## src/rtl/core/cqrd_pkg.sv

```systemverilog
// ----------------------------------------------------------------------------
// cqrd_pkg
// Types and constants shared by the column quad RLE decoder.
// ----------------------------------------------------------------------------
`default_nettype none

package cqrd_pkg;

  // Parser phase codes.
  localparam logic [2:0] PH_B0  = 3'd0;
  localparam logic [2:0] PH_B1  = 3'd1;
  localparam logic [2:0] PH_B2  = 3'd2;
  localparam logic [2:0] PH_B3  = 3'd3;
  localparam logic [2:0] PH_CNT = 3'd4;
  localparam logic [2:0] PH_EXT = 3'd5;

  // Register indexes (paddr[2]).
  localparam logic REG_WIDTH  = 1'b0;
  localparam logic REG_HEIGHT = 1'b1;

  localparam logic [9:0] WIDTH_RESET  = 10'd240;
  localparam logic [9:0] HEIGHT_RESET = 10'd160;

  // Pixel step between columns.
  localparam logic [9:0] QUAD_PIXELS = 10'd4;

  // Effective frame geometry.
  typedef struct packed {
    logic [9:0] width;
    logic [9:0] height;
  } geom_t;

  // One run descriptor between the parser and the address stage.
  typedef struct packed {
    logic [31:0] quad;
    logic [9:0]  row;
    logic [9:0]  col;
    logic [8:0]  count;
    logic        is_repeat;
    logic        column_done;
    logic        frame_done;
    logic        overrun;
  } run_desc_t;

endpackage

`default_nettype wire

```

## src/rtl/core/cqrd_in_if.sv

```systemverilog
// ----------------------------------------------------------------------------
// cqrd_in_if
// Byte stream channel into the decoder.
// ----------------------------------------------------------------------------
`default_nettype none

interface cqrd_in_if;
  logic       valid;
  logic       ready;
  logic [7:0] byte_value;
  logic       last_in_frame;

  modport source (output valid, output byte_value, output last_in_frame, input ready);
  modport sink   (input valid, input byte_value, input last_in_frame, output ready);
endinterface

`default_nettype wire

```

## src/rtl/core/cqrd_out_if.sv

```systemverilog
// ----------------------------------------------------------------------------
// cqrd_out_if
// Run descriptor channel out of the decoder.
// ----------------------------------------------------------------------------
`default_nettype none

interface cqrd_out_if;
  logic        valid;
  logic        ready;
  logic [31:0] quad_value;
  logic [17:0] start_address;
  logic [8:0]  start_row;
  logic [8:0]  start_column;
  logic [8:0]  row_count;
  logic        is_repeat;
  logic        column_done;
  logic        frame_done;
  logic        overrun;

  modport source (
    output valid, output quad_value, output start_address, output start_row,
    output start_column, output row_count, output is_repeat, output column_done,
    output frame_done, output overrun, input ready
  );
  modport sink (
    input valid, input quad_value, input start_address, input start_row,
    input start_column, input row_count, input is_repeat, input column_done,
    input frame_done, input overrun, output ready
  );
endinterface

`default_nettype wire

```

## src/rtl/core/cqrd_fifo.sv

```systemverilog
// ----------------------------------------------------------------------------
// cqrd_fifo
// Two-entry descriptor queue between the parser and the address stage.
// ----------------------------------------------------------------------------
`default_nettype none

module cqrd_fifo (
  input  wire                  clk,
  input  wire                  rst,
  input  wire                  push,
  input  cqrd_pkg::run_desc_t  push_data,
  output logic                 full,
  input  wire                  pop,
  output logic                 empty,
  output cqrd_pkg::run_desc_t  head
);

  cqrd_pkg::run_desc_t mem [2];
  logic       wr_ptr;
  logic       rd_ptr;
  logic [1:0] count;

  assign full  = (count == 2'd2);
  assign empty = (count == 2'd0);
  assign head  = mem[rd_ptr];

  always_ff @(posedge clk) begin
    if (push) begin
      mem[wr_ptr] <= push_data;
    end
  end

  always_ff @(posedge clk) begin
    if (rst) begin
      wr_ptr <= 1'b0;
      rd_ptr <= 1'b0;
      count  <= 2'd0;
    end else begin
      if (push) begin
        wr_ptr <= ~wr_ptr;
      end
      if (pop) begin
        rd_ptr <= ~rd_ptr;
      end
      case ({push, pop})
        2'b10:   count <= count + 2'd1;
        2'b01:   count <= count - 2'd1;
        default: count <= count;
      endcase
    end
  end

endmodule

`default_nettype wire

```

## src/rtl/core/cqrd_front.sv

```systemverilog
// ----------------------------------------------------------------------------
// cqrd_front
// Byte parser and column/row tracker; builds one run descriptor per literal or run.
// ----------------------------------------------------------------------------
`default_nettype none

module cqrd_front #(
  parameter int COL_W = 10,
  parameter int ROW_W = 10
) (
  input  wire                  clk,
  input  wire                  rst,
  cqrd_in_if.sink              byte_in,
  input  cqrd_pkg::geom_t      geom,
  input  wire                  fifo_full,
  output logic                 push,
  output cqrd_pkg::run_desc_t  push_data
);

  logic [31:0]      cur_quad, cur_quad_next;
  logic [31:0]      prev_quad, prev_quad_next;
  logic [2:0]       phase, phase_next;
  logic             rep_ok, rep_ok_next;
  logic [COL_W-1:0] col_pos, col_pos_next;
  logic [ROW_W-1:0] row_pos, row_pos_next;

  logic        accept;
  logic [31:0] quad_new;
  logic        go;
  logic [8:0]  cnt;
  logic        rep;
  logic [9:0]  col_a, row_a, col_b, row_b, col_c;
  logic [10:0] sum;
  logic        ovr;
  logic        emit;
  logic [7:0]  b;

  assign byte_in.ready = ~fifo_full;
  assign accept        = byte_in.valid & byte_in.ready;
  assign b             = byte_in.byte_value;

  always_comb begin
    quad_new = cur_quad;
    case (phase)
      cqrd_pkg::PH_B0: quad_new[7:0]   = b;
      cqrd_pkg::PH_B1: quad_new[15:8]  = b;
      cqrd_pkg::PH_B2: quad_new[23:16] = b;
      cqrd_pkg::PH_B3: quad_new[31:24] = b;
      default:         quad_new        = cur_quad;
    endcase
  end

  always_comb begin
    cur_quad_next  = cur_quad;
    prev_quad_next = prev_quad;
    phase_next     = phase;
    rep_ok_next    = rep_ok;
    go             = 1'b0;
    cnt            = 9'd1;
    rep            = 1'b0;

    case (phase)
      cqrd_pkg::PH_B0: begin
        cur_quad_next = quad_new;
        phase_next    = cqrd_pkg::PH_B1;
      end
      cqrd_pkg::PH_B1: begin
        cur_quad_next = quad_new;
        phase_next    = cqrd_pkg::PH_B2;
      end
      cqrd_pkg::PH_B2: begin
        cur_quad_next = quad_new;
        phase_next    = cqrd_pkg::PH_B3;
      end
      cqrd_pkg::PH_B3: begin
        cur_quad_next = quad_new;
        if (rep_ok && (quad_new == prev_quad)) begin
          phase_next = cqrd_pkg::PH_CNT;
        end else begin
          phase_next     = cqrd_pkg::PH_B0;
          prev_quad_next = quad_new;
          rep_ok_next    = 1'b1;
          go             = 1'b1;
        end
      end
      cqrd_pkg::PH_CNT: begin
        if (b != 8'd0) begin
          phase_next  = cqrd_pkg::PH_B0;
          rep_ok_next = 1'b0;
          go          = 1'b1;
          cnt         = {1'b0, b};
          rep         = 1'b1;
        end else begin
          phase_next = cqrd_pkg::PH_EXT;
        end
      end
      default: begin
        // extended count: 256 plus this byte
        phase_next  = cqrd_pkg::PH_B0;
        rep_ok_next = 1'b0;
        go          = 1'b1;
        cnt         = {1'b1, b};
        rep         = 1'b1;
      end
    endcase

    // run placement
    col_a        = 10'(col_pos);
    row_a        = 10'(row_pos);
    col_b        = col_a;
    row_b        = row_a;
    col_c        = col_a;
    sum          = 11'd0;
    ovr          = 1'b0;
    emit         = 1'b0;
    col_pos_next = col_pos;
    row_pos_next = row_pos;
    push_data    = '0;
    push_data.quad = cur_quad_next;

    if (go && (col_a < geom.width)) begin
      if (row_a >= geom.height) begin
        col_b       = col_a + cqrd_pkg::QUAD_PIXELS;
        row_b       = 10'd0;
        rep_ok_next = 1'b0;
      end
      col_pos_next = COL_W'(col_b);
      row_pos_next = ROW_W'(row_b);
      if (col_b < geom.width) begin
        emit = 1'b1;
        sum  = {1'b0, row_b} + {2'b00, cnt};
        ovr  = sum > {1'b0, geom.height};
        push_data.row       = row_b;
        push_data.col       = col_b;
        push_data.count     = ovr ? 9'(geom.height - row_b) : cnt;
        push_data.is_repeat = rep;
        push_data.overrun   = ovr;
        if (sum >= {1'b0, geom.height}) begin
          col_c                 = col_b + cqrd_pkg::QUAD_PIXELS;
          col_pos_next          = COL_W'(col_c);
          row_pos_next          = '0;
          rep_ok_next           = 1'b0;
          push_data.column_done = 1'b1;
          push_data.frame_done  = (col_c >= geom.width);
        end else begin
          row_pos_next = ROW_W'(sum);
        end
      end
    end

    // drop all frame state after the last byte
    if (byte_in.last_in_frame) begin
      cur_quad_next  = '0;
      prev_quad_next = '0;
      phase_next     = cqrd_pkg::PH_B0;
      rep_ok_next    = 1'b0;
      col_pos_next   = '0;
      row_pos_next   = '0;
    end
  end

  assign push = accept & emit;

  always_ff @(posedge clk) begin
    if (rst) begin
      cur_quad  <= '0;
      prev_quad <= '0;
      phase     <= cqrd_pkg::PH_B0;
      rep_ok    <= 1'b0;
      col_pos   <= '0;
      row_pos   <= '0;
    end else if (accept) begin
      cur_quad  <= cur_quad_next;
      prev_quad <= prev_quad_next;
      phase     <= phase_next;
      rep_ok    <= rep_ok_next;
      col_pos   <= col_pos_next;
      row_pos   <= row_pos_next;
    end
  end

endmodule

`default_nettype wire

```

## src/rtl/core/cqrd_back.sv

```systemverilog
// ----------------------------------------------------------------------------
// cqrd_back
// Address stage and output register for run descriptors.
// ----------------------------------------------------------------------------
`default_nettype none

module cqrd_back (
  input  wire                  clk,
  input  wire                  rst,
  input  cqrd_pkg::geom_t      geom,
  input  wire                  empty,
  input  cqrd_pkg::run_desc_t  head,
  output logic                 pop,
  cqrd_out_if.source           run_out
);

  logic        out_valid;
  logic [31:0] quad_q;
  logic [17:0] addr_q;
  logic [8:0]  row_q;
  logic [8:0]  col_q;
  logic [8:0]  count_q;
  logic        rep_q;
  logic        cd_q;
  logic        fd_q;
  logic        ovr_q;
  logic [19:0] prod;
  logic [19:0] addr_full;

  assign pop       = ~empty & (~out_valid | run_out.ready);
  assign prod      = head.row * geom.width;
  assign addr_full = prod + {10'd0, head.col};

  always_ff @(posedge clk) begin
    if (rst) begin
      out_valid <= 1'b0;
    end else if (pop) begin
      out_valid <= 1'b1;
    end else if (run_out.ready) begin
      out_valid <= 1'b0;
    end
  end

  always_ff @(posedge clk) begin
    if (pop) begin
      quad_q  <= head.quad;
      addr_q  <= addr_full[17:0];
      row_q   <= head.row[8:0];
      col_q   <= head.col[8:0];
      count_q <= head.count;
      rep_q   <= head.is_repeat;
      cd_q    <= head.column_done;
      fd_q    <= head.frame_done;
      ovr_q   <= head.overrun;
    end
  end

  assign run_out.valid         = out_valid;
  assign run_out.quad_value    = quad_q;
  assign run_out.start_address = addr_q;
  assign run_out.start_row     = row_q;
  assign run_out.start_column  = col_q;
  assign run_out.row_count     = count_q;
  assign run_out.is_repeat     = rep_q;
  assign run_out.column_done   = cd_q;
  assign run_out.frame_done    = fd_q;
  assign run_out.overrun       = ovr_q;

endmodule

`default_nettype wire

```

## src/rtl/core/column_quad_rle_decoder_top.sv

```systemverilog
// ----------------------------------------------------------------------------
// column_quad_rle_decoder_top
// Column quad RLE decoder: bytes in, one run descriptor per literal or run out.
// ----------------------------------------------------------------------------
//
//   channel   dir   width  what moves
//   --------  ----  -----  ----------------------------------------------
//   byte_in   in    9      one compressed byte plus end-of-frame mark
//   run_out   out   81     quad, start address/row/column, row count, flags
//   APB       in    32     frame_width at 0x0, frame_height at 0x4
//
// Rate: one byte per cycle while the queue has room. A run is written to the
// queue as the byte that closes it is taken, then registered by the address stage.
// Reset: rst is synchronous, active high; registers return to 240 x 160.
// Stalls: a two-entry queue parts parser and address stage; byte_in.ready
// drops only while that queue is full, which happens after run_out stalls.
//
`default_nettype none

module column_quad_rle_decoder_top #(
  parameter int MAX_WIDTH  = 512,
  parameter int MAX_HEIGHT = 512
) (
  input  wire         clk,
  input  wire         rst,
  cqrd_in_if.sink     byte_in,
  cqrd_out_if.source  run_out,
  input  wire         psel,
  input  wire         penable,
  input  wire         pwrite,
  input  wire  [2:0]  paddr,
  input  wire  [31:0] pwdata,
  output logic [31:0] prdata,
  output logic        pready
);

  // Width limit rounded down to whole quads.
  localparam int WLIM  = (MAX_WIDTH / 4) * 4;
  localparam int HLIM  = MAX_HEIGHT;
  // Column position runs up to the effective width (at most 1020 pixels).
  localparam int COL_W = (WLIM >= 1020) ? 10 : $clog2(WLIM + 1);
  // Row position stays below the effective height (at most 1023 rows).
  localparam int ROW_W = (HLIM >= 1024) ? 10 : ((HLIM < 2) ? 1 : $clog2(HLIM));

  logic [9:0]          width_reg;
  logic [9:0]          height_reg;
  logic [9:0]          width_round;
  logic [9:0]          height_min;
  cqrd_pkg::geom_t     geom;
  logic                cfg_write;

  logic                fifo_push;
  cqrd_pkg::run_desc_t fifo_in;
  logic                fifo_full;
  logic                fifo_pop;
  logic                fifo_empty;
  cqrd_pkg::run_desc_t fifo_head;

  // Configuration port: write on the access cycle, no wait states.
  assign pready    = 1'b1;
  assign cfg_write = psel & penable & pwrite;

  always_ff @(posedge clk) begin
    if (rst) begin
      width_reg  <= cqrd_pkg::WIDTH_RESET;
      height_reg <= cqrd_pkg::HEIGHT_RESET;
    end else if (cfg_write) begin
      case (paddr[2])
        cqrd_pkg::REG_WIDTH:  width_reg  <= pwdata[9:0];
        cqrd_pkg::REG_HEIGHT: height_reg <= pwdata[9:0];
        default:              width_reg  <= width_reg;
      endcase
    end
  end

  always_comb begin
    case (paddr[2])
      cqrd_pkg::REG_WIDTH:  prdata = {22'd0, width_reg};
      cqrd_pkg::REG_HEIGHT: prdata = {22'd0, height_reg};
      default:              prdata = 32'd0;
    endcase
  end

  // Effective geometry: round width down to whole quads and clamp it,
  // treat a height of zero as one row and clamp it.
  assign width_round = {width_reg[9:2], 2'b00};
  assign height_min  = (height_reg == 10'd0) ? 10'd1 : height_reg;

  always_comb begin
    geom.width  = (int'(width_round) > WLIM) ? 10'(WLIM) : width_round;
    geom.height = (int'(height_min) > HLIM) ? 10'(HLIM) : height_min;
  end

  // Parser: classify each byte and place the run in the frame.
  cqrd_front #(
    .COL_W (COL_W),
    .ROW_W (ROW_W)
  ) u_front (
    .clk       (clk),
    .rst       (rst),
    .byte_in   (byte_in),
    .geom      (geom),
    .fifo_full (fifo_full),
    .push      (fifo_push),
    .push_data (fifo_in)
  );

  // Queue: absorb output stalls so the parser keeps taking bytes.
  cqrd_fifo u_fifo (
    .clk       (clk),
    .rst       (rst),
    .push      (fifo_push),
    .push_data (fifo_in),
    .full      (fifo_full),
    .pop       (fifo_pop),
    .empty     (fifo_empty),
    .head      (fifo_head)
  );

  // Address stage: compute row*width+column and hold the result.
  cqrd_back u_back (
    .clk     (clk),
    .rst     (rst),
    .geom    (geom),
    .empty   (fifo_empty),
    .head    (fifo_head),
    .pop     (fifo_pop),
    .run_out (run_out)
  );

endmodule

`default_nettype wire

```

## src/flat_wrapper.sv

```systemverilog
// flat-port wrapper written by rule: the top's interface ports become plain ports
module column_quad_rle_decoder_top_flat 
#(
  parameter int MAX_WIDTH  = 512,
  parameter int MAX_HEIGHT = 512
)
  (clk, rst, psel, penable, pwrite, paddr, pwdata, prdata, pready, byte_in_valid, byte_in_byte_value, byte_in_last_in_frame, byte_in_ready, run_out_valid, run_out_quad_value, run_out_start_address, run_out_start_row, run_out_start_column, run_out_row_count, run_out_is_repeat, run_out_column_done, run_out_frame_done, run_out_overrun, run_out_ready);
  cqrd_in_if byte_in_i ();
  cqrd_out_if run_out_i ();
  input  wire clk;
  input  wire rst;
  input  wire psel;
  input  wire penable;
  input  wire pwrite;
  input  wire  [2:0] paddr;
  input  wire  [31:0] pwdata;
  output logic [31:0] prdata;
  output logic pready;
  input wire logic [$bits(byte_in_i.valid)-1:0] byte_in_valid;
  input wire logic [$bits(byte_in_i.byte_value)-1:0] byte_in_byte_value;
  input wire logic [$bits(byte_in_i.last_in_frame)-1:0] byte_in_last_in_frame;
  output wire logic [$bits(byte_in_i.ready)-1:0] byte_in_ready;
  output wire logic [$bits(run_out_i.valid)-1:0] run_out_valid;
  output wire logic [$bits(run_out_i.quad_value)-1:0] run_out_quad_value;
  output wire logic [$bits(run_out_i.start_address)-1:0] run_out_start_address;
  output wire logic [$bits(run_out_i.start_row)-1:0] run_out_start_row;
  output wire logic [$bits(run_out_i.start_column)-1:0] run_out_start_column;
  output wire logic [$bits(run_out_i.row_count)-1:0] run_out_row_count;
  output wire logic [$bits(run_out_i.is_repeat)-1:0] run_out_is_repeat;
  output wire logic [$bits(run_out_i.column_done)-1:0] run_out_column_done;
  output wire logic [$bits(run_out_i.frame_done)-1:0] run_out_frame_done;
  output wire logic [$bits(run_out_i.overrun)-1:0] run_out_overrun;
  input wire logic [$bits(run_out_i.ready)-1:0] run_out_ready;
  assign byte_in_i.valid = byte_in_valid;
  assign byte_in_i.byte_value = byte_in_byte_value;
  assign byte_in_i.last_in_frame = byte_in_last_in_frame;
  assign byte_in_ready = byte_in_i.ready;
  assign run_out_valid = run_out_i.valid;
  assign run_out_quad_value = run_out_i.quad_value;
  assign run_out_start_address = run_out_i.start_address;
  assign run_out_start_row = run_out_i.start_row;
  assign run_out_start_column = run_out_i.start_column;
  assign run_out_row_count = run_out_i.row_count;
  assign run_out_is_repeat = run_out_i.is_repeat;
  assign run_out_column_done = run_out_i.column_done;
  assign run_out_frame_done = run_out_i.frame_done;
  assign run_out_overrun = run_out_i.overrun;
  assign run_out_i.ready = run_out_ready;
  column_quad_rle_decoder_top #(.MAX_WIDTH(MAX_WIDTH), .MAX_HEIGHT(MAX_HEIGHT)) u_core (.clk(clk), .rst(rst), .byte_in(byte_in_i), .run_out(run_out_i), .psel(psel), .penable(penable), .pwrite(pwrite), .paddr(paddr), .pwdata(pwdata), .prdata(prdata), .pready(pready));
endmodule
```

## config.mk

```make
export PLATFORM = sky130hd
export DESIGN_NAME = column_quad_rle_decoder_top_flat
export DESIGN_NICKNAME = d
export VERILOG_FILES = /design/src/rtl/core/cqrd_pkg.sv /design/src/rtl/core/cqrd_in_if.sv /design/src/rtl/core/cqrd_out_if.sv /design/src/rtl/core/cqrd_fifo.sv /design/src/rtl/core/cqrd_front.sv /design/src/rtl/core/cqrd_back.sv /design/src/rtl/core/column_quad_rle_decoder_top.sv /design/src/flat_wrapper.sv
export SDC_FILE = /design/constraint.sdc
export NUM_CORES = 1
export LEC_CHECK = 0
export BUFFER_PORTS_ARGS = -buffer_cell sky130_fd_sc_hd__clkbuf_2
export CORE_MARGIN = 2
export CORE_UTILIZATION = 38
export CTS_CLUSTER_DIAMETER = 150
export DETAILED_ROUTE_END_ITERATION = 7
export GPL_TIMING_DRIVEN = 0
export PLACE_DENSITY = 0.55
export SYNTH_ARGS = -nofsm -noshare
export SYNTH_HDL_FRONTEND = slang
export SYNTH_SLANG_ARGS = --single-unit
export TNS_END_PERCENT = 20
```

## constraint.sdc

```tcl
create_clock -name clk -period 13.04 [get_ports clk]
set_input_delay 1.304 -clock clk [delete_from_list [all_inputs] [get_ports clk]]
set_output_delay 1.304 -clock clk [all_outputs]
set_load 0.1 [all_outputs]
```

==> metrics, run 1 <==
status finished, final reports clean; Mean Syn Cell Area 11.12 um^2; max-slew violations 0; post-CTS setup buffer count 0; Post-Syn Instances 1592; setup repair after global routing missed its margin false; # DRC 0; Reg clk slew, reported paths 0.06 ns; Placer Congestion 0.9304; number of max-cap violations 0; hold buffer count at cts 0; synth unique cells 85; total routed wirelength 47.07 mm; GRT Total Usage 19.70%; HPWL after DPL 34.84 mm; Post-CTS Resized 0; clk_lat worst skew 0.55 ns; via count 12570; Post-synth EDFFs 204; Fin Setup TNS 0 ns; Achievable Freq 0.1199 GHz; utilization after layout 44.32%; vias in the first global route 12280; Worst Path Arrival 8.81 ns; first-pass GRT wire length 72.20 mm; first drt pass iteration count 6; CTS sink count 315; sequential area share after synthesis 47.16%; Tmin final 8.341 ns; vias per cell 5.226; nets 1988; #FFs+latches synth 315; Starting Density 38.26%; Hold Fails Final Rpt 0; Worst Clk Skew 0.02277 ns; diodes inserted 0; die height 219.8 um; Post-Syn Area 17700 um^2; antenna viol nets, final 0; H-tree Lvls 2; Clock Tree Root clkbuf_16; power density over cell area 225.3 nW/um^2; synth top area cells edfxtp_1, dfxtp_1, ha_1; I/O pin cnt 167; pin count of the biggest net entering global routing 60; Setup Crit Path Kind register to register; FP Rows 79; Area growth, synth to finish 15.83%; final setup vio count 0; max reg flops 126; Initial DRC Count 899; CP Capture Type register; Buffers on Ports 113; Die W 219.8 um; most frequent cell after synthesis edfxtp_1; critical path startpoint category register; Post-synth top flop edfxtp_1; Fillers 4414; critical path fanouts, max 10; list of most frequent post-synthesis cells edfxtp_1, nor2_1, inv_1; Worst IR Drop VDD 0.0003041 V; total CTS buffers 36; share of layout cells above drive strength 1 17.73%; Tightest Hold Check Type register to register; total gr overflow 0; Final period util 63.96%; average wire per standard cell 19.56 um; Clock Path Buffers 3; Slew @ Worst Pin 1.124 ns; leading area contributor after synthesis edfxtp_1; Lkg Pwr 8.537 nW; slew margin rel. 24.78%; TritonCTS clock tree yes; largest register by flop count u_core.u_fifo.mem; die area 48320 um^2; Synth async-reset ratio 0%; initial antenna violation count 0; Worst EP required 13.51 ns; Synth top area share 34.61%; Yosys Warn Count 0; total core area 46260 um^2
==> cell usage in the layout (no fill, tap or decap), types with 18 or more instances in the layout <==
cell / n
edfxtp_1: 204
nor2_1: 148
inv_1: 140
ha_1: 117
clkbuf_2: 113
nand2_1: 111
dfxtp_1: 111
mux2_2: 74
a21oi_1: 56
clkbuf_1: 49
fa_1: 49
xnor2_1: 48
mux2i_1: 40
clkbuf_16: 40
nand3_1: 33
a22oi_1: 33
buf_4: 28
a22o_1: 26
conb_1: 25
o21ai_0: 21
xor2_1: 21
nand2b_1: 20
a21o_1: 20
nor3_1: 18
==> stage by stage <==
stage	cell area (um^2)	power, mW	hold slack, ns	instances	setup slack, ns
after global placement	19110	3.595	0.4433	2335	2.622
final	20500	4.620	0.4669	2406	4.699
after detailed placement	19240	3.607	0.4541	2340	4.826
after CTS	20500	4.695	0.4675	2406	4.796
after floorplan	17790	3.190	0.4250	1615	5.772
after global routing	20500	4.969	0.5047	2406	4.107
==> layer usage <==
metal | vias to the layer above | share of wire, % | track usage [%]
met3 | 67 | 6.2 | 3.713
met4 | 0 | 2.5 | 6.488
met1 | 6159 | 47 | 27.89
li1 | 5980 | - | -
met2 | 367 | 45 | 30.30
met5 | - | 0 | 0
==> path summary, 6_finish.rpt <==
kind                                                start                   endpoint  slack (ns)  depth (start not counted)
worst min-delay path            u_core.u_front.row_pos[0]  u_core.u_front.row_pos[0]        0.47                          2
worst max-delay path                 u_core.height_reg[9]  u_core.u_front.row_pos[0]        4.70                         25
worst min register to register  u_core.u_front.row_pos[0]  u_core.u_front.row_pos[0]        0.47                          2
worst max register to register       u_core.height_reg[9]  u_core.u_front.row_pos[0]        4.70                         25
==> area by class of cell <==
cell class                 count  area, um^2  area share (%)
buffer                        94       521.8           2.545
tap                          607       759.5           3.704
timing repair buffer         118       673.1           3.283
inverter                     141       531.8           2.594
clock inverter                13       166.4          0.8117
clock buffer                  53        1094           5.334
multi-input combinational   1065        8408           41.01
sequential                   315        8348           40.72
==> power by group <==
group / leakage [nW] / total [mW] / switching (mW) / internal (mW)
clock: 0.618 / 1.06 / 0.414 / 0.647
combinational: 5.11 / 2.27 / 1.50 / 0.778
sequential: 2.81 / 1.28 / 0.0262 / 1.26
total: 8.54 / 4.62 / 1.94 / 2.68
==> cell families (layout without fill, tap and decap cells) <==
logic type / Yosys count / in the layout / synth area share (%)
simple gates: 435 / 435 / 12.26
flops: 315 / 315 / 47.16
compound gates: 252 / 252 / 10.08
buf+inv: 235 / 419 / 5.952
fa+ha+maj: 167 / 167 / 13.87
mux: 117 / 117 / 7.224
xor+xnor: 69 / 69 / 3.414
other cells: 2 / 25 / 0.04243
==> critical path: stages (launching register included) <==
cell and delay [ns]:
dfxtp_1 0.41, inv_1 0.12, clkbuf_1 0.46, nand2_1 0.34, ha_1 0.39, a21o_1 0.19, a21oi_1 0.21, o211ai_1 0.27
nand3_1 0.48, clkbuf_1 0.55, nand2_1 0.39, fa_1 0.56, nand4b_1 0.20, o221a_2 0.32, nor2b_1 0.12, o21ai_0 0.08
a21boi_0 0.40, ha_1 0.35, o21a_1 0.12, o2111ai_1 0.21, a31oi_1 0.08, o21bai_1 0.51, clkbuf_1 0.70, nand3_1 0.27
or3_1 0.37, o21ai_0 0.15
No activity file was read; power rests on OpenSTA's default activity.
==> run 2: changes to the inputs <==
--- a/config.mk
+++ b/config.mk
@@ -5,6 +5,7 @@
 export SDC_FILE = /design/constraint.sdc
 export NUM_CORES = 1
 export LEC_CHECK = 0
+export ABC_AREA = 1
 export BUFFER_PORTS_ARGS = -buffer_cell sky130_fd_sc_hd__clkbuf_2
 export CORE_MARGIN = 2
 export CORE_UTILIZATION = 38
==> constraint.sdc (replaced) <==
create_clock -name clk -period 8.45 [get_ports clk]
set_input_delay 0.845 -clock clk [delete_from_list [all_inputs] [get_ports clk]]
set_output_delay 0.845 -clock clk [all_outputs]
set_load 0.1 [all_outputs]
==> run 2 against run 1 <==
  * Worst hold slack got worse by 0.0017 ns
  * First-iteration DRC count grew 9.7%
  * Largest cell class is now flip-flops and latches
  * Combinational power up 85%
  * Area after synthesis is 0.71% higher
  * Worst setup slack got worse by 3.5 ns
  * Sequential power grew 66%
  * Critical path depth rose by 9
  * Synthesized cell count rose by 25%
  * Clock power is 51% higher
==> metrics, run 2 <==
status finished, final reports clean; Reg clk slew, reported paths 0.06 ns; Initial DRC Count 986; Lkg Pwr 9.016 nW; pin count of the biggest net entering global routing 64; H-tree Lvls 2; total routed wirelength 47.55 mm; Yosys Warn Count 0; Post-Syn Area 17830 um^2; Clock Path Buffers 3; Final period util 85.62%; Fillers 4544; Post-synth EDFFs 204; total core area 46460 um^2; final setup vio count 0; diodes inserted 0; slew margin rel. 29.60%; initial antenna violation count 0; power density over cell area 384.5 nW/um^2; sequential area share after synthesis 46.83%; antenna viol nets, final 0; critical path startpoint category register; max-slew violations 0; Tightest Hold Check Type register to register; CP Capture Type register; # DRC 0; max reg flops 126; Register Area 8348 um^2; clk_lat worst skew 0.55 ns; Post-synth top flop edfxtp_1; vias in the first global route 13230; slowest CP cell a21boi_0; GRT Total Usage 19.69%; Die W 220.6 um; most frequent cells in the layout nand2_1, inv_1, nor2_1; combinational group share of total power 53.0%; Worst EP required 8.85 ns; total gr overflow 0; Achievable Freq 0.1382 GHz; Sw Share 46.83%; first-pass GRT wire length 73.84 mm; commonest non-fill, non-tap cell in the layout nand2_1; I/O pin cnt 167; vias per cell 4.969; power consumption 7.914 mW; total CTS buffers 37; Worst IR Drop VDD 0.0004794 V; Area growth, synth to finish 15.44%; nets 2383; Slew @ Worst Pin 1.045 ns; hold buffer count at cts 0; Synth top area share 34.36%; setup repair after global routing missed its margin false; Hold Fails Final Rpt 0; Clock power frac 20.3%; TritonCTS clock tree yes; list of most frequent post-synthesis cells nand2_1, inv_1, nor2_1; Post-Syn Instances 1983; leading area contributor after synthesis edfxtp_1; FP Rows 79; HPWL after DPL 35.55 mm; crit path setup slack, layout 1.215 ns; Worst Path Arrival 7.63 ns; Post-CTS Resized 0; #FFs+latches synth 315; via count 13910; Setup Crit Path Kind register to register; die area 48660 um^2; average wire per standard cell 16.98 um; Mean Syn Cell Area 8.990 um^2; Clock Tree Root clkbuf_16; multi-input logic area 8157 um^2; Synth async-reset ratio 0%; largest register by flop count u_core.u_fifo.mem; number of max-cap violations 0; max incr delay on CP 0.50 ns; utilization after layout 44.30%; CTS sink count 315; switching pwr 3.706 mW; Starting Density 38.37%; share of layout cells above drive strength 1 13.27%; Tmin final 7.235 ns; critical path fanouts, max 10; Seq pwr share 26.7%; Placer Congestion 0.9014; die height 220.6 um; synth unique cells 44; synth top area cells edfxtp_1, dfxtp_1, nand2_1; Pint 4.208 mW; most frequent cell after synthesis nand2_1; Worst Clk Skew 0.02066 ns; post-CTS setup buffer count 0; first drt pass iteration count 6; pre-CTS setup slack 1.317 ns; Buffers on Ports 117
run 2: changes by cell type after synthesis, sizes merged, moves of 18 or more:
cell	previous run	this run
a21o	20	2
a21oi	57	134
a22o	26	0
a22oi	33	2
inv	141	253
mux2	77	54
mux2i	40	0
nand2	111	430
nand2b	20	0
nand3	33	104
nor2	150	216
o21ai	25	117
xnor2	48	12
run 2: final timing paths:
check                                                 from                          to  slack (ns)  depth (start not counted)
worst min-delay path            u_core.u_front.cur_quad[4]  u_core.u_front.cur_quad[4]        0.47                          2
worst min register to register  u_core.u_front.cur_quad[4]  u_core.u_front.cur_quad[4]        0.47                          2
worst max register to register        u_core.height_reg[3]     u_core.u_fifo.mem[1][1]        1.21                         34
worst max-delay path                  u_core.height_reg[3]     u_core.u_fifo.mem[1][1]        1.21                         34
run 2: cells by family (layout without fill, tap and decap cells):
logic type | count (synthesis) | after routing | share of synthesized area (%)
adder cells (fa/ha/maj) | 166 | 166 | 13.71
other | 2 | 25 | 0.04213
flip-flops | 315 | 315 | 46.83
XOR/XNOR | 31 | 31 | 1.523
multiplexers | 54 | 54 | 3.411
AND/OR/NAND/NOR | 786 | 786 | 18.02
buffers and inverters | 344 | 531 | 7.987
AO/OA/AOI/OAI | 285 | 285 | 8.478
run 2: per-layer routing:
| layer | track usage (%) | up-vias | wire length (um) | part of all wire [%] |
|---|---|---|---|---|
| li1 | - | 6880 | - | - |
| met1 | 27.44 | 6594 | 22120 | 47 |
| met2 | 31.79 | 370 | 21900 | 46 |
| met3 | 2.818 | 68 | 2339 | 4.9 |
| met4 | 5.978 | 0 | 1187 | 2.5 |
| met5 | 0 | - | 0 | 0 |
run 2: per-stage QoR:
| stage | hold slack, ns | cells | cell area (um^2) | TNS [ns] |
|---|---|---|---|---|
| after floorplan | 0.4256 | 2006 | 17910 | 0 |
| after global placement | 0.4386 | 2730 | 19260 | -111.92 |
| after detailed placement | 0.4494 | 2734 | 19360 | 0 |
| after CTS | 0.4630 | 2800 | 20580 | 0 |
| after global routing | 0.4701 | 2800 | 20580 | 0 |
| final | 0.4652 | 2800 | 20580 | 0 |
run 2: final cells by class:
class                   count  area share (%)
plain buffers              82           2.140
clock buffers              54           5.308
clock inverters            12          0.6384
inverters                 262           4.791
multi-input cells        1347           39.63
flip-flops and latches    315           40.56
well taps                 607           3.690
repair buffers            121           3.234
run 2: power groups by stage:
stage / Combinational [mW] / Sequential, mW / Clock, mW
global route: 4.69 / 2.14 / 1.70
finish: 4.19 / 2.12 / 1.60
CTS: 4.25 / 2.12 / 1.65
detailed placement: 4.20 / 2.15 / 0
floorplan: 2.29 / 3.27 / 0
global placement: 4.16 / 2.20 / 0
run 2: worst max-delay path: cells and delay by family (launching register included):
kind	cells	cell delay (ns)
flops	1	0.38
simple gates	21	3.14
compound gates	3	1.06
buf+inv	7	1.50
fa+ha+maj	3	0.99
==> run 3: changes to the inputs <==
--- a/config.mk
+++ b/config.mk
@@ -9,10 +9,10 @@
 export BUFFER_PORTS_ARGS = -buffer_cell sky130_fd_sc_hd__clkbuf_2
 export CORE_MARGIN = 2
 export CORE_UTILIZATION = 38
+export CTS_BUF_LIST = sky130_fd_sc_hd__clkbuf_8
 export CTS_CLUSTER_DIAMETER = 150
 export DETAILED_ROUTE_END_ITERATION = 7
 export GPL_TIMING_DRIVEN = 0
-export PLACE_DENSITY = 0.55
 export SYNTH_ARGS = -nofsm -noshare
 export SYNTH_HDL_FRONTEND = slang
 export SYNTH_SLANG_ARGS = --single-unit
==> run 3 against run 2 <==
  * Routed wire length decreased by 3.7%
  * Non-clock buffer count increased by 1
  * Design area decreased by 0.41%
  * Clock-buffer cell count increased by 8
  * First-iteration DRC count decreased by 8.3%
  * Worst setup slack got worse by 0.17 ns
  * Clock power decreased by 13%
  * Die area unchanged
  * Cell count increased by 1.2%
  * Worst hold slack got worse by 0.0051 ns
  * Clock skew increased by 0.020 ns
  * Critical path depth increased by 3
  * Critical path type unchanged
  * Largest cell class unchanged
==> metrics, run 3 (synthesis results as in run 2) <==
status finished, final reports clean; Die W 220.6 um; Worst Clk Skew 0.04040 ns; vias in the first global route 13490; utilization after layout 44.12%; number of max-cap violations 0; worst r2r path cells 37; most frequent cells in the layout nand2_1, inv_1, nor2_1; Buffers on Ports 117; via count 14110; max-slew violations 0; CP Capture Type register; critical path fanouts, max 10; Fin Setup TNS 0 ns; Post-CTS Resized 0; post-CTS setup buffer count 0; Initial DRC Count 904; average wire per standard cell 16.16 um; clk_lat worst skew 0.64 ns; reg2reg setup slack 1.05 ns; Worst Path Arrival 7.92 ns; Final period util 87.63%; Tmin final 7.405 ns; Placer Congestion 0.9132; I/O pin cnt 167; total CTS buffers 53; first-pass GRT wire length 71.32 mm; setup repair after global routing missed its margin false; pre-CTS setup slack 1.176 ns; CP startpoint u_core.height_reg[2]; die area 48660 um^2; slew margin rel. 28.74%; Achievable Freq 0.1350 GHz; antenna viol nets, final 0; share of layout cells above drive strength 1 14.02%; RR Startpoint u_core.height_reg[2]; Setup crit end u_core.u_front.col_a[3]; Sw Share 48.16%; critical path startpoint category register; Clock Path Buffers 3; # DRC 0; Fillers 4570; Clock Tree Root clkbuf_8; pin count of the biggest net entering global routing 64; total core area 46460 um^2; Tightest Hold Check Type register to register; commonest non-fill, non-tap cell in the layout nand2_1; Seq pwr share 27.4%; switching pwr 3.719 mW; hold buffer count at cts 0; Clock power frac 18.1%; Worst EP required 8.97 ns; combinational group share of total power 54.6%; TritonCTS clock tree yes; max reg flops 126; vias per cell 4.979; crit path setup slack, layout 1.045 ns; Slew @ Worst Pin 1.058 ns; first drt pass iteration count 7; H-tree Lvls 2; Worst IR Drop VDD 0.0006681 V; Setup Crit Path Kind register to register; Area growth, synth to finish 14.97%; HPWL after DPL 34.44 mm; FP Rows 79; nets 2400; Reg-to-Reg End u_core.u_front.col_a[3]; total gr overflow 0; Starting Density 38.37%; power density over cell area 376.8 nW/um^2; GRT Total Usage 18.86%; Lkg Pwr 9.042 nW; cell mode on critical path nand2_1; Hold Fails Final Rpt 0; die height 220.6 um; initial antenna violation count 1; largest register by flop count u_core.u_fifo.mem; Pint 4.004 mW; max incr delay on CP 0.57 ns; final setup vio count 0; total routed wirelength 45.79 mm; slowest CP cell a21boi_0; CTS sink count 315; Reg clk slew, reported paths 0.07 ns
[run 3: critical path, delay by kind of cell, from the launching register on]
kind,cells,cell delay [ns]
AOI/OAI and AO/OA,3,1.36
buffers and inverters,7,1.37
DFF,1,0.37
adders and majority gates,4,1.08
and+or+nand+nor,23,3.11
[run 3: how the worst min path moves through the flow]
stage,startpoint,end,cells after the start
after CTS,pwdata[4],u_core.width_reg[4],3
after detailed placement,u_core.u_fifo.rd_ptr,register,1
after global placement,u_core.u_fifo.rd_ptr,u_core.u_fifo.rd_ptr,1
after floorplan,u_core.u_fifo.rd_ptr,register,1
final,u_core.u_fifo.rd_ptr,register,1
after global routing,pwdata[7],u_core.height_reg[7],3
[run 3: power by group through the flow]
stage          sequential (mW)  combinational [mW]  clock (mW)
2_1_floorplan             3.27                2.29           0
3_3_place_gp              2.19                4.15           0
3_5_place_dp              2.15                4.22           0
4_1_cts                   2.12                4.26        1.43
5_1_grt                   2.14                4.68        1.50
6_report                  2.11                4.21        1.40
[run 3: layout make-up]
cell class / count / area [um^2] / area share, %
sequential: 315 / 8348 / 40.73
multi-input combinational: 1347 / 8157 / 39.80
inverter: 262 / 985.9 / 4.810
clock buffer: 62 / 853.3 / 4.163
tap: 607 / 759.5 / 3.706
timing repair buffer: 122 / 708.2 / 3.455
buffer: 82 / 440.4 / 2.149
clock inverter: 36 / 241.5 / 1.178
antenna: 1 / 2.502 / 0.01221
[run 3: per-layer routing]
layer,up-vias,GRT usage (%),wire (um)
li1,6907,-,-
met1,6711,25.64,20980
met2,420,30.42,20690
met3,72,3.107,2753
met4,0,6.711,1367
met5,-,0,0
[run 3: through the flow]
stage	std cells	power, mW	hold WS, ns	instance area, um^2
floorplan	2006	5.564	0.4256	17910
global placement	2730	6.339	0.4393	19260
detailed placement	2735	6.366	0.4448	19400
CTS	2833	7.810	0.4281	20490
global route	2834	8.311	0.4603	20500
finish	2834	7.723	0.4601	20500
